<file path="src/hw/rtl/mel_pkg.sv">
// Shared constants and types for the midpoint ellipse rasterizer.
// No dependencies; used by mel_cfg and the top level.
package mel_pkg;

    // Default coordinate width (center and radius fields).
    localparam int COORD_BITS_DEF = 12;

    // Configuration port geometry.
    localparam int APB_AW = 3;
    localparam int APB_DW = 32;

    // Register indexes (paddr[2]).
    localparam logic REG_FRAME_WIDTH  = 1'b0;
    localparam logic REG_FRAME_HEIGHT = 1'b1;

    // Input opcodes (tuser of the input stream).
    localparam logic OP_START = 1'b0;
    localparam logic OP_STEP  = 1'b1;

    // Result status (tuser of the output stream).
    localparam logic STAT_POINTS = 1'b0;
    localparam logic STAT_REJECT = 1'b1;

    // Walk phase of the running ellipse.
    typedef enum logic [2:0] {
        PH_IDLE = 3'b001,
        PH_R1   = 3'b010,
        PH_R2   = 3'b100
    } t_phase;

    // Sequencer states.
    typedef enum logic [12:0] {
        ST_IDLE   = 13'b0000000000001,
        ST_DECODE = 13'b0000000000010,
        ST_S1     = 13'b0000000000100,
        ST_S2     = 13'b0000000001000,
        ST_S3     = 13'b0000000010000,
        ST_SQ     = 13'b0000000100000,
        ST_R1     = 13'b0000001000000,
        ST_R2     = 13'b0000010000000,
        ST_R3     = 13'b0000100000000,
        ST_R4     = 13'b0001000000000,
        ST_R5     = 13'b0010000000000,
        ST_RQ     = 13'b0100000000000,
        ST_EMIT   = 13'b1000000000000
    } t_seq_state;

endpackage

</file>
<file path="src/hw/rtl/mel_mul.sv">
// Shared unsigned multiplier with registered product.
// Depends on nothing; instanced once by the top level.
module mel_mul #(
    parameter int AW = 28,
    parameter int BW = 24
) (
    input  logic               i_clk,
    input  logic [AW-1:0]      i_a,
    input  logic [BW-1:0]      i_b,
    output logic [AW+BW-1:0]   o_prod
);

    logic [AW+BW-1:0] r_prod;

    always_ff @(posedge i_clk) begin
        r_prod <= i_a * i_b;
    end

    assign o_prod = r_prod;

endmodule

</file>
<file path="src/hw/rtl/mel_cfg.sv">
// Frame size registers behind an APB-style port.
// Depends on mel_pkg for register indexes and port widths.
module mel_cfg #(
    parameter int FW = 13
) (
    input  logic                        i_clk,
    input  logic                        i_rst_n,
    input  logic                        psel,
    input  logic                        penable,
    input  logic                        pwrite,
    input  logic [mel_pkg::APB_AW-1:0]  paddr,
    input  logic [mel_pkg::APB_DW-1:0]  pwdata,
    output logic [mel_pkg::APB_DW-1:0]  prdata,
    output logic                        pready,
    output logic [FW-1:0]               o_frame_width,
    output logic [FW-1:0]               o_frame_height
);

    localparam logic [FW-1:0] FRAME_RST = FW'(1) << (FW - 1);

    logic [FW-1:0] r_frame_width;
    logic [FW-1:0] r_frame_height;
    logic          wr_en;

    assign pready = 1'b1;
    assign wr_en  = psel & penable & pwrite;

    always_ff @(posedge i_clk) begin
        if (!i_rst_n) begin
            r_frame_width  <= FRAME_RST;
            r_frame_height <= FRAME_RST;
        end else if (wr_en) begin
            case (paddr[2])
                mel_pkg::REG_FRAME_WIDTH:  r_frame_width  <= pwdata[FW-1:0];
                mel_pkg::REG_FRAME_HEIGHT: r_frame_height <= pwdata[FW-1:0];
                default: ;
            endcase
        end
    end

    always_comb begin
        case (paddr[2])
            mel_pkg::REG_FRAME_WIDTH:
                prdata = {{(mel_pkg::APB_DW-FW){1'b0}}, r_frame_width};
            mel_pkg::REG_FRAME_HEIGHT:
                prdata = {{(mel_pkg::APB_DW-FW){1'b0}}, r_frame_height};
            default:
                prdata = '0;
        endcase
    end

    assign o_frame_width  = r_frame_width;
    assign o_frame_height = r_frame_height;

endmodule

</file>
<file path="src/hw/rtl/midpoint_ellipse_rasterizer_top.sv">
// Midpoint ellipse rasterizer: sequencer, walk datapath and output register.
// Depends on mel_pkg, mel_mul (shared multiplier) and mel_cfg (frame registers).
//
//  Channel   Dir  Handshake                    Payload
//  s_axis    in   tvalid/tready                tuser=opcode, tdata=cx,cy,rx,ry,fill,color
//  m_axis    out  tvalid/tready                tuser=status, tlast=last_set,
//                                              tdata=left,right,top,bottom,span,color
//  apb       in   psel/penable/pwrite/pready   paddr 4*i, pwdata/prdata 32 bits
//
//  Sequencing: one beat is worked at a time. A plain step is accepted, then updated and
//  emitted; a rejected start likewise. An accepted start runs three products on the
//  shared multiplier plus a rounding state. The step that crosses into region 2 runs
//  five serial products, rounding, then the emit.
//  Reset (synchronous, active low) clears sequencer, phase and output valid; frame
//  registers return to 2^COORD_BITS. A waiting result stalls input unless taken that cycle.
module midpoint_ellipse_rasterizer_top #(
    parameter  int COORD_BITS = mel_pkg::COORD_BITS_DEF,
    localparam int IN_W  = ((4 * COORD_BITS + 33 + 7) / 8) * 8,
    localparam int OUT_W = ((4 * (COORD_BITS + 2) + 33 + 7) / 8) * 8
) (
    input  logic                        i_clk,
    input  logic                        i_rst_n,
    // input stream
    input  logic                        i_s_axis_tvalid,
    output logic                        o_s_axis_tready,
    // tdata, low bit up: center_x, center_y, radius_x, radius_y, fill_mode,
    // pixel_color, zero pad
    input  logic [IN_W-1:0]             i_s_axis_tdata,
    // tuser: opcode
    input  logic                        i_s_axis_tuser,
    // result stream
    output logic                        o_m_axis_tvalid,
    input  logic                        i_m_axis_tready,
    // tdata, low bit up: left_col, right_col, top_row, bottom_row, span_valid,
    // out_color, zero pad
    output logic [OUT_W-1:0]            o_m_axis_tdata,
    // tuser: status
    output logic                        o_m_axis_tuser,
    // tlast: last_set
    output logic                        o_m_axis_tlast,
    // configuration
    input  logic                        psel,
    input  logic                        penable,
    input  logic                        pwrite,
    input  logic [mel_pkg::APB_AW-1:0]  paddr,
    input  logic [mel_pkg::APB_DW-1:0]  pwdata,
    output logic [mel_pkg::APB_DW-1:0]  prdata,
    output logic                        pready
);

    localparam int C  = COORD_BITS;
    localparam int XW = C + 1;        // x offset, frame size
    localparam int YW = C + 2;        // signed y offset, output coordinates
    localparam int QW = 2 * C;        // squared radii
    localparam int SW = 3 * C + 4;    // slope terms
    localparam int DW = 4 * C + 4;    // decision, accumulator, product
    localparam int AW = 2 * C + 4;    // multiplier operand a
    localparam int BW = 2 * C;        // multiplier operand b
    localparam int OPAD = OUT_W - (4 * YW + 33);
    localparam int IDATA = 4 * C + 33;

    // ---------------------------------------------------------------------
    // Frame registers
    // ---------------------------------------------------------------------
    logic [XW-1:0] frame_width;
    logic [XW-1:0] frame_height;

    mel_cfg #(.FW(XW)) u_cfg (
        .i_clk          (i_clk),
        .i_rst_n        (i_rst_n),
        .psel           (psel),
        .penable        (penable),
        .pwrite         (pwrite),
        .paddr          (paddr),
        .pwdata         (pwdata),
        .prdata         (prdata),
        .pready         (pready),
        .o_frame_width  (frame_width),
        .o_frame_height (frame_height)
    );

    // ---------------------------------------------------------------------
    // State
    // ---------------------------------------------------------------------
    mel_pkg::t_seq_state r_state;
    mel_pkg::t_phase     r_phase;

    // input beat latch
    logic                r_op;
    logic [C-1:0]        r_cx, r_cy, r_rx, r_ry;
    logic                r_fill;
    logic [31:0]         r_color;

    // held ellipse
    logic [C-1:0]        r_hcx, r_hcy;
    logic                r_hfill;
    logic [31:0]         r_hcolor;
    logic [QW-1:0]       r_rx2, r_ry2;

    // walk
    logic [XW-1:0]          r_x;
    logic signed [YW-1:0]   r_y;
    logic signed [SW-1:0]   r_sx, r_sy;
    logic signed [DW-1:0]   r_dec;
    logic signed [DW-1:0]   r_acc;

    // output register
    logic                r_ov;
    logic                r_ostat;
    logic [YW-1:0]       r_left, r_right, r_top, r_bottom;
    logic                r_span;
    logic [31:0]         r_ocolor;
    logic                r_olast;

    logic in_acc;
    assign o_s_axis_tready = (r_state == mel_pkg::ST_IDLE) && (!r_ov || i_m_axis_tready);
    assign in_acc = i_s_axis_tvalid && o_s_axis_tready;

    // ---------------------------------------------------------------------
    // Shared multiplier
    // ---------------------------------------------------------------------
    logic [AW-1:0] mul_a;
    logic [BW-1:0] mul_b;
    logic [DW-1:0] prod;

    mel_mul #(.AW(AW), .BW(BW)) u_mul (
        .i_clk  (i_clk),
        .i_a    (mul_a),
        .i_b    (mul_b),
        .o_prod (prod)
    );

    logic [C+1:0] tx;     // 2x+1
    logic [XW-1:0] ym;    // |y-1|, y is never negative in region 1
    assign tx = {r_x, 1'b1};
    assign ym = (r_y == '0) ? XW'(1) : XW'(r_y - YW'(1));

    always_comb begin
        mul_a = '0;
        mul_b = '0;
        case (r_state)
            mel_pkg::ST_DECODE: begin
                if (r_op == mel_pkg::OP_START) begin
                    mul_a = {{(AW-C){1'b0}}, r_rx};
                    mul_b = {{(BW-C){1'b0}}, r_rx};
                end else begin
                    mul_a = {{(AW-C-2){1'b0}}, tx};
                    mul_b = {{(BW-C-2){1'b0}}, tx};
                end
            end
            mel_pkg::ST_S1: begin
                mul_a = {{(AW-C){1'b0}}, r_ry};
                mul_b = {{(BW-C){1'b0}}, r_ry};
            end
            mel_pkg::ST_S2: begin
                mul_a = {{(AW-C){1'b0}}, r_ry};
                mul_b = r_rx2;
            end
            mel_pkg::ST_R1: begin
                mul_a = prod[AW-1:0];          // (2x+1)^2
                mul_b = r_ry2;
            end
            mel_pkg::ST_R2: begin
                mul_a = {{(AW-XW){1'b0}}, ym};
                mul_b = {{(BW-XW){1'b0}}, ym};
            end
            mel_pkg::ST_R3: begin
                mul_a = prod[AW-1:0];          // (y-1)^2
                mul_b = r_rx2;
            end
            mel_pkg::ST_R4: begin
                mul_a = {{(AW-QW){1'b0}}, r_ry2};
                mul_b = r_rx2;
            end
            default: ;
        endcase
    end

    // ---------------------------------------------------------------------
    // Step datapath
    // ---------------------------------------------------------------------
    logic signed [DW-1:0] prod_x4;
    logic signed [DW-1:0] rx2_d, ry2_d;
    logic signed [SW-1:0] sx_inc, sy_dec;
    logic signed [DW-1:0] sx_inc_d, sy_dec_d;
    logic signed [DW-1:0] acc_bias, quarter;
    logic                 dec_neg, dec_pos, switch_r2, start_bad;

    assign prod_x4  = signed'({prod[DW-3:0], 2'b00});
    assign rx2_d    = signed'({{(DW-QW){1'b0}}, r_rx2});
    assign ry2_d    = signed'({{(DW-QW){1'b0}}, r_ry2});
    assign sx_inc   = r_sx + signed'({{(SW-QW-1){1'b0}}, r_ry2, 1'b0});
    assign sy_dec   = r_sy - signed'({{(SW-QW-1){1'b0}}, r_rx2, 1'b0});
    assign sx_inc_d = {{(DW-SW){sx_inc[SW-1]}}, sx_inc};
    assign sy_dec_d = {{(DW-SW){sy_dec[SW-1]}}, sy_dec};
    assign dec_neg  = r_dec[DW-1];
    assign dec_pos  = !r_dec[DW-1] && (r_dec != '0);

    // divide by four toward zero: bias negatives by 3, then arithmetic shift
    assign acc_bias = r_acc + signed'({{(DW-2){1'b0}}, {2{r_acc[DW-1]}}});
    assign quarter  = {{2{acc_bias[DW-1]}}, acc_bias[DW-1:2]};

    assign switch_r2 = (r_phase == mel_pkg::PH_R1) && !(r_sx < r_sy);

    assign start_bad = ({1'b0, r_cx} + {1'b0, r_rx} >= frame_width)
                    || ({1'b0, r_cy} + {1'b0, r_ry} >= frame_height)
                    || (r_cx < r_rx) || (r_cy < r_ry);

    // next walk values for an emitted point set
    logic [XW-1:0]        n_x;
    logic signed [YW-1:0] n_y;
    logic signed [SW-1:0] n_sx, n_sy;
    logic signed [DW-1:0] n_dec;
    logic                 n_last;

    always_comb begin
        n_x   = r_x;
        n_y   = r_y;
        n_sx  = r_sx;
        n_sy  = r_sy;
        n_dec = r_dec;
        if (r_phase == mel_pkg::PH_R1) begin
            n_x  = r_x + XW'(1);
            n_sx = sx_inc;
            if (dec_neg) begin
                n_dec = r_dec + ry2_d + sx_inc_d;
            end else begin
                n_y   = r_y - YW'(1);
                n_sy  = sy_dec;
                n_dec = r_dec + ry2_d + sx_inc_d - sy_dec_d;
            end
        end else begin
            n_y  = r_y - YW'(1);
            n_sy = sy_dec;
            if (dec_pos) begin
                n_dec = r_dec + rx2_d - sy_dec_d;
            end else begin
                n_x   = r_x + XW'(1);
                n_sx  = sx_inc;
                n_dec = r_dec + rx2_d - sy_dec_d + sx_inc_d;
            end
        end
        n_last = (r_phase == mel_pkg::PH_R2) && n_y[YW-1];
    end

    logic do_emit, do_reject;
    assign do_emit = (r_state == mel_pkg::ST_EMIT)
                  || ((r_state == mel_pkg::ST_DECODE) && (r_op == mel_pkg::OP_STEP)
                      && (r_phase != mel_pkg::PH_IDLE) && !switch_r2);
    assign do_reject = (r_state == mel_pkg::ST_DECODE) && (r_op == mel_pkg::OP_START)
                    && start_bad;

    // ---------------------------------------------------------------------
    // Sequencer and control state
    // ---------------------------------------------------------------------
    always_ff @(posedge i_clk) begin
        if (!i_rst_n) begin
            r_state <= mel_pkg::ST_IDLE;
            r_phase <= mel_pkg::PH_IDLE;
            r_ov    <= 1'b0;
        end else begin
            if (do_emit || do_reject) begin
                r_ov <= 1'b1;
            end else if (r_ov && i_m_axis_tready) begin
                r_ov <= 1'b0;
            end
            if (do_emit && n_last) begin
                r_phase <= mel_pkg::PH_IDLE;
            end
            case (r_state)
                mel_pkg::ST_IDLE: begin
                    if (in_acc) begin
                        r_state <= mel_pkg::ST_DECODE;
                    end
                end
                mel_pkg::ST_DECODE: begin
                    if (r_op == mel_pkg::OP_START) begin
                        r_phase <= mel_pkg::PH_IDLE;
                        r_state <= start_bad ? mel_pkg::ST_IDLE : mel_pkg::ST_S1;
                    end else if (switch_r2) begin
                        r_state <= mel_pkg::ST_R1;
                    end else begin
                        r_state <= mel_pkg::ST_IDLE;
                    end
                end
                mel_pkg::ST_S1: r_state <= mel_pkg::ST_S2;
                mel_pkg::ST_S2: r_state <= mel_pkg::ST_S3;
                mel_pkg::ST_S3: r_state <= mel_pkg::ST_SQ;
                mel_pkg::ST_SQ: begin
                    r_phase <= mel_pkg::PH_R1;
                    r_state <= mel_pkg::ST_IDLE;
                end
                mel_pkg::ST_R1: r_state <= mel_pkg::ST_R2;
                mel_pkg::ST_R2: r_state <= mel_pkg::ST_R3;
                mel_pkg::ST_R3: r_state <= mel_pkg::ST_R4;
                mel_pkg::ST_R4: r_state <= mel_pkg::ST_R5;
                mel_pkg::ST_R5: r_state <= mel_pkg::ST_RQ;
                mel_pkg::ST_RQ: begin
                    r_phase <= mel_pkg::PH_R2;
                    r_state <= mel_pkg::ST_EMIT;
                end
                mel_pkg::ST_EMIT: r_state <= mel_pkg::ST_IDLE;
                default: r_state <= mel_pkg::ST_IDLE;
            endcase
        end
    end

    // ---------------------------------------------------------------------
    // Datapath registers (no reset)
    // ---------------------------------------------------------------------
    always_ff @(posedge i_clk) begin
        if (in_acc) begin
            r_op    <= i_s_axis_tuser;
            r_cx    <= i_s_axis_tdata[C-1:0];
            r_cy    <= i_s_axis_tdata[2*C-1:C];
            r_rx    <= i_s_axis_tdata[3*C-1:2*C];
            r_ry    <= i_s_axis_tdata[4*C-1:3*C];
            r_fill  <= i_s_axis_tdata[4*C];
            r_color <= i_s_axis_tdata[IDATA-1:4*C+1];
        end

        case (r_state)
            mel_pkg::ST_DECODE: begin
                if (r_op == mel_pkg::OP_START) begin
                    r_hcx    <= r_cx;
                    r_hcy    <= r_cy;
                    r_hfill  <= r_fill;
                    r_hcolor <= r_color;
                end
            end
            mel_pkg::ST_S1: r_rx2 <= prod[QW-1:0];
            mel_pkg::ST_S2: begin
                r_ry2 <= prod[QW-1:0];
                r_acc <= prod_x4 + rx2_d;          // 4*ry2 + rx2
            end
            mel_pkg::ST_S3: begin
                r_acc <= r_acc - prod_x4;          // - 4*rx2*ry
                r_sy  <= signed'({prod[SW-2:0], 1'b0});
            end
            mel_pkg::ST_SQ: begin
                r_dec <= quarter;
                r_x   <= '0;
                r_y   <= signed'({2'b00, r_ry});
                r_sx  <= '0;
            end
            mel_pkg::ST_R2: r_acc <= signed'(prod);              // ry2*(2x+1)^2
            mel_pkg::ST_R4: r_acc <= r_acc + prod_x4;            // + 4*rx2*(y-1)^2
            mel_pkg::ST_R5: r_acc <= r_acc - prod_x4;            // - 4*rx2*ry2
            mel_pkg::ST_RQ: r_dec <= quarter;
            default: ;
        endcase

        if (do_emit) begin
            r_x   <= n_x;
            r_y   <= n_y;
            r_sx  <= n_sx;
            r_sy  <= n_sy;
            r_dec <= n_dec;

            r_ostat  <= mel_pkg::STAT_POINTS;
            r_left   <= YW'({2'b00, r_hcx}) - YW'({1'b0, r_x});
            r_right  <= YW'({2'b00, r_hcx}) + YW'({1'b0, r_x});
            r_top    <= YW'({2'b00, r_hcy}) - YW'(r_y);
            r_bottom <= YW'({2'b00, r_hcy}) + YW'(r_y);
            r_span   <= r_hfill && (r_x != '0);
            r_ocolor <= r_hcolor;
            r_olast  <= n_last;
        end else if (do_reject) begin
            r_ostat  <= mel_pkg::STAT_REJECT;
            r_left   <= '0;
            r_right  <= '0;
            r_top    <= '0;
            r_bottom <= '0;
            r_span   <= 1'b0;
            r_ocolor <= '0;
            r_olast  <= 1'b0;
        end
    end

    // ---------------------------------------------------------------------
    // Result stream
    // ---------------------------------------------------------------------
    assign o_m_axis_tvalid = r_ov;
    assign o_m_axis_tuser  = r_ostat;
    assign o_m_axis_tlast  = r_olast;
    assign o_m_axis_tdata  = {{OPAD{1'b0}}, r_ocolor, r_span,
                              r_bottom, r_top, r_right, r_left};

endmodule

</file>
<file path="config.mk">
export PLATFORM = sky130hd
export DESIGN_NAME = midpoint_ellipse_rasterizer_top
export DESIGN_NICKNAME = d
export VERILOG_FILES = /design/src/hw/rtl/mel_pkg.sv /design/src/hw/rtl/mel_mul.sv /design/src/hw/rtl/mel_cfg.sv /design/src/hw/rtl/midpoint_ellipse_rasterizer_top.sv
export SDC_FILE = /design/constraint.sdc
export NUM_CORES = 2
export LEC_CHECK = 0
export BUFFER_PORTS_ARGS = -buffer_cell sky130_fd_sc_hd__buf_2
export CAP_MARGIN = 20
export CORE_MARGIN = 2
export CORE_UTILIZATION = 35
export CTS_CLUSTER_SIZE = 40
export DETAILED_ROUTE_END_ITERATION = 8
export GPL_ROUTABILITY_DRIVEN = 0
export PLACE_DENSITY = 0.61
export REMOVE_ABC_BUFFERS = 1
export SYNTH_ARGS = -nofsm -noshare
export SYNTH_HDL_FRONTEND = slang
export SYNTH_SLANG_ARGS = --single-unit
</file>
<file path="constraint.sdc">
create_clock -name i_clk -period 14.59 [get_ports i_clk]
set_clock_uncertainty 0.1 [all_clocks]
set_input_delay 2.1885 -clock i_clk [delete_from_list [all_inputs] [get_ports i_clk]]
set_output_delay 2.1885 -clock i_clk [all_outputs]
set_load 0.02 [all_outputs]
</file>
== After elaboration in Yosys (flattened, before gate mapping) ==
Cells that the tools add are included.

* Output and inout bits: 133
* Logic and storage cells: 174
* Bits of input ports: 131
* Register bits after elaboration: 584

* Bitwise logic cells: 4
* Eq/ne operators: 19
* $mul: 1
* Multiplexer cells: 48
* $lt $le $gt $ge: 5
* Add/subtract/negate cells: 20
* Reductions and logical operators: 43

{| class="wikitable"
|+ Operators by type and width
! kind !! count
|-
| 40-bit 2-to-1 mux || 8
|-
| 52-bit 2-to-1 mux || 5
|-
| 52-bit case mux with 4 select lines || 1
|-
| 52-bit by 25-bit adder with 52-bit output || 3
|-
| 14-bit 2-to-1 mux || 11
|-
| 13-bit case mux with 11 select lines || 1
|-
| 28-bit case mux with 5 select lines || 1
|-
| 24-bit case mux with 5 select lines || 1
|-
| 52-bit by 40-bit adder with 52-bit output || 2
|-
| 52-bit by 40-bit subtractor with 52-bit output || 2
|-
| 13-bit 2-to-1 mux || 6
|-
| 32-bit 2-to-1 mux || 2
|-
| 32-bit case mux with 2 select lines || 1
|-
| 52-bit by 3-bit adder with 52-bit output || 1
|-
| 52-bit adder || 1
|-
| 28-bit by 24-bit multiplier with 52-bit output || 1
|-
| 52-bit nonzero test || 1
|-
| 52-bit subtractor || 1
|-
| 40-bit by 26-bit adder with 40-bit output || 1
|-
| 40-bit < comparator || 1
|-
| 40-bit by 26-bit subtractor with 40-bit output || 1
|-
| 12-bit by 12-bit adder with 13-bit output || 2
|-
| 13-bit greater-or-equal comparator || 2
|-
| 12-bit < comparator || 2
|-
| 41 further kinds || 82
|}

== Longest topological paths before layout ==
* Depth in word-level cells: 10
* Mapped depth: 39
* Mapped depth without buffers: 39

== Cells and area by module ==
From an unflattened synthesis, not the netlist that was laid out.

* Cells, all modules: 8172
* Area total of the unflattened synthesis: 72996.3 sq um

{| class="wikitable"
|+ By module, submodules not included
! module !! cells an instance !! area each (sq um) !! seq. area each (sq um) !! instances
|-
| midpoint_ellipse_rasterizer_top || 5499 || 48724.2 || 14894.3 || 1
|-
| mel_mul || 2537 || 22940.8 || 1041.0 || 1
|-
| mel_cfg || 136 || 1331.3 || 520.5 || 1
|}

== Least setup slack after synthesis ==
Ideal clock, no wire load.

* Kind: register to register
* Start point: register r_state[10]
* End point: register u_mul.r_prod[48] (netlist: u_mul.o_prod[48])
* Data required time: 14371 ps
* Path buffers: 3
* Setup slack: 3923 ps
* Library setup time: 119 ps
* Cell stages (with the launch flop): 37
* Arrival: 10448 ps
* Clock period less this slack: 10667 ps
* Cell sequence: dfxtp_1 -> or4_1 -> nor3_1 -> nand2_1 -> or3_1 -> nor3b_1 -> clkbuf_1 -> a222oi_1 -> nand2_1 -> clkbuf_1 -> nand2_1 -> fa_1 -> inv_1 -> fa_1 -> inv_1 -> fa_1 -> fa_1 -> inv_1 -> fa_1 -> fa_1 -> inv_1 -> fa_1 -> inv_1 -> ha_1 -> clkbuf_1 -> a21oi_1 -> o21ai_0 -> nand2b_1 -> a41oi_1 -> a2111oi_0 -> o21ai_0 -> a21bo_2 -> a2111oi_0 -> o21a_1 -> o21a_1 -> nor2_1 -> xnor2_1

* Longest elaborated chain between the ends: 4
* Elaborated cells between the ends (all ways): 13
* Classes of those cells: mul: 1; eq/ne: 7; mux: 2; reduce/logical: 3

{| class="wikitable"
|+ Ends and longest elaborated chain
! item !! RTL line !! source
|-
| from (decl) || midpoint_ellipse_rasterizer_top.sv:85 || <nowiki>mel_pkg::t_seq_state r_state;</nowiki>
|-
| from (signal assigned) || midpoint_ellipse_rasterizer_top.sv:258 || <nowiki>r_state <= mel_pkg::ST_IDLE;</nowiki>
|-
| from (signal assigned) || midpoint_ellipse_rasterizer_top.sv:273 || <nowiki>r_state <= mel_pkg::ST_DECODE;</nowiki>
|-
| from (signal assigned) || midpoint_ellipse_rasterizer_top.sv:279 || <nowiki>r_state <= start_bad ? mel_pkg::ST_IDLE : mel_pkg::ST_S1;</nowiki>
|-
| 13-bit by 10-bit == test with 1-bit output, or another cell as far along || midpoint_ellipse_rasterizer_top.sv:141 || <nowiki>case (r_state)</nowiki>
|-
| 3-bit OR reduction (no source line) / 2-bit OR reduction (equally long branches) || n/a ||
|-
| 24-bit case mux with 5 select lines / 28-bit case mux with 5 select lines (equally long branches) || midpoint_ellipse_rasterizer_top.sv:141 ||
|-
| 28-bit by 24-bit multiplier with 52-bit output * || mel_mul.sv:16 || <nowiki>r_prod <= i_a * i_b;</nowiki>
|-
| to (signal assigned) || mel_mul.sv:16 ||
|-
| to (decl) || mel_mul.sv:13 || <nowiki>logic [AW+BW-1:0] r_prod;</nowiki>
|}

Mark *: on every way between the ends. The rest lies on a longest branch, timed or not.
A chain may end at the register's enable or synchronous reset.

== Worst setup path after layout ==
Ends and elaborated chain as after synthesis.

==> impl_metrics.yaml <==
pwr:
  p_per_area_nw_per_um2: 52.6
  ir_drop_mv: 0.0814
  p_total_mw: 4.10
  p_leak_nw: 34.6
placed_design:
  place_inst: 10900
  hpwl_mm: 190
  place_area_sq_um: 75500
  place_ws_ps: 2900
  port_buffers: 208
setup_path:
  crit_path_end_kind: "register"
  path_common_cell: "fa_1"
  arrival_ps: 12450
  rrSetupSlack_ps: 2580
  cp_max_fo: 43
  cp.required_ps: 15030
  cpPeakStageDelay_ps: 970
  cp_slowest_cell: "a221o_1"
  r2r_cells: 37
  r2r-end: "u_mul.o_prod[48]$_DFF_P_"
  path_class: "register to register"
  crit_path_start_kind: "register"
  reg2reg_from: "r_state[10]$_SDFFE_PN0P_"
synthesis:
  ys.flop_type: "edfxtp_1"
  synthDistinctLibCells: 91
  synth_most_common_cell: "inv_1"
  ys_ff_latch: 580
  netlist_area_sq_um: 71500
  postSynthCellCount: 8200
  synthTopCellsByCount: "inv_1 (1135), nand2_1 (950), ha_1 (718)"
  ys_async_sr_fraction: 0
  yosysSeqAreaShare: 0.230
  synth_largest_area_cell: "edfxtp_1"
  synth_area_leaders: "edfxtp_1 (20%), fa_1 (18%), ha_1 (13%), inv_1 (6.0%), nand2_1 (5.0%)"
  synth-edff-count: 484
  yosysTopAreaCellShare: 0.203
  yosysWarningCount: 0
  postSynthAreaPerCell_sq_um: 8.72
clock_network:
  cts_tree: "built"
  postCtsSetupRepairBufs: 0
  root_buffer: "clkbuf_16"
  cts_sinks: 580
  clkLatencyLatePin_ps: 700
  cts-buffers-inserted: 73
  cts_buffer_depth: 3
  ctsHoldBuffers: 0
  clkSlewWorstSetupHoldPaths_ps: 60
  ctsResizeCount: 0
  htreeDepth: 3
drt:
  wl_per_cell_um: 21.6
  routed_wl_mm: 237
  drt_iter0_markers: 7067
  drc: 0
  final_antenna_net_count: 0
  vias_per_cell: 5.58
  vias: 61300
  dr.pass1.iters: 8
sta:
  finalMaxSlewViolations: 0
  fin_crit_ps: 12010
  hold_ws_ps: 317
  finalCritPeriodShare: 0.823
  worst_slack_ps: 2580
  fmax_mhz: 83.3
  setup-violations-final: 0
  tns_ps: 0
  worst_pin_slew_ps: 1160
  rsz0062_at_grt: "no"
  relSlewSlack: 0.224
  hold_viol_final: 0
min_path:
  hold_class: "register to register"
  hold_depth: 0
  worstHoldEndpoint: "r_hcolor[19]$_DFFE_PP_"
  hp-start: "r_color[19]$_DFFE_PP_"
global_routing:
  antenna_found_initial: 8
  grt_max_degree: 69
  grt_pass1_wl_mm: 360
  grt-ovfl-total: 0
  gr-usage-all-layers: 0.222
  grt_pass1_vias: 60800
cells_and_area:
  drive_gt1_frac: 0.0613
  fin_nets: 9741
  regArea_sq_um: 16500
  fin_area_sq_um: 77900
  syn_to_final_growth_pct: 9.01
  instances_no_fill: 11000
  final_util: 0.385
  multi_input_area_sq_um: 49500
  nFillCells: 20300
floorplanning:
  die-area_sq_um: 208000
  placement_rows: 165
  die_w_um: 456
  die_h_um: 456
  start_util: 0.353
  io-pin-count: 264
  core-area_sq_um: 203000
outcome:
  status: "complete, no violations"
job:
  cap_viol_max_count: 0
worst max-delay path by stage:
stage                              from                  endpoint  cells past startpoint
5_1_grt        r_state[10]$_SDFFE_PN0P_  u_mul.o_prod[48]$_DFF_P_                     37
3_3_place_gp   r_state[10]$_SDFFE_PN0P_  u_mul.o_prod[48]$_DFF_P_                     37
6_report       r_state[10]$_SDFFE_PN0P_  u_mul.o_prod[48]$_DFF_P_                     37
2_1_floorplan  r_state[10]$_SDFFE_PN0P_  u_mul.o_prod[48]$_DFF_P_                     34
4_1_cts        r_state[10]$_SDFFE_PN0P_  u_mul.o_prod[48]$_DFF_P_                     38
3_5_place_dp   r_state[10]$_SDFFE_PN0P_  u_mul.o_prod[48]$_DFF_P_                     37
layout by cell type, fill, tap and decap left out, drive strengths merged, types with 89 or more instances in the layout:
cell type / synthesis / final
ha: 718 / 718
a21o: 228 / 228
nand4: 97 / 97
xor2: 212 / 212
nand3: 127 / 127
nand2: 950 / 950
o21bai: 90 / 90
and2: 103 / 103
dfxtp: 96 / 96
edfxtp: 484 / 484
nor2: 624 / 624
o21ai: 391 / 391
nor3: 89 / 89
xnor2: 349 / 349
a21oi: 510 / 510
buf: 60 / 323
fa: 629 / 629
inv: 1136 / 1139
layout make-up:
type,count,area share
antenna,1,0.0000321
clock buffer,86,0.0249
clock inverter,46,0.00570
inverter,1137,0.0548
multi-input combinational,6148,0.636
sequential,580,0.211
tap,2672,0.0429
timing repair buffer,323,0.0247
layer usage:
metal | up-vias | track usage | wire [um]
met5 | - | 0 | 52
met4 | 8 | 0.0694 | 7920
met3 | 432 | 0.0479 | 25500
met2 | 3070 | 0.337 | 101000
met1 | 30000 | 0.314 | 103000
li1 | 27800 | - | -
state kept, by name (all words and copies together), names as in the netlist, 14 cells and up:
name,count
r_acc,52
r_rx2,24
u_mul.o_prod,52
r_dec,52
r_y,14
r_color,32
r_bottom,14
r_right,14
r_sy,39
r_hcolor,32
r_ry2,24
r_ocolor,32
r_sx,39
critical path: cells and delay by family, from the launching register on:
kind	cells	cell delay, ps
AO/OA/AOI/OAI	10	3500
XOR/XNOR	1	120
buffers and inverters	9	1600
AND/OR/NAND/NOR	9	2140
adder cells (fa/ha/maj)	8	3990
flip-flops	1	360
cell families after synthesis:
group,share of synthesized area
flip-flops,0.230
buffers and inverters,0.0804
XOR/XNOR,0.0692
AO/OA/AOI/OAI,0.163
multiplexers,0.00411
AND/OR/NAND/NOR,0.151
other,0.000105
adder cells (fa/ha/maj),0.302
report_power, final:
part / leakage, nW / total [mW] / internal, mW / switching (mW)
combinational: 28.3 / 0.404 / 0.153 / 0.251
clock: 1.16 / 1.84 / 1.05 / 0.797
sequential: 5.08 / 1.85 / 1.82 / 0.0327
No activity file was read; power rests on OpenSTA's default activity.
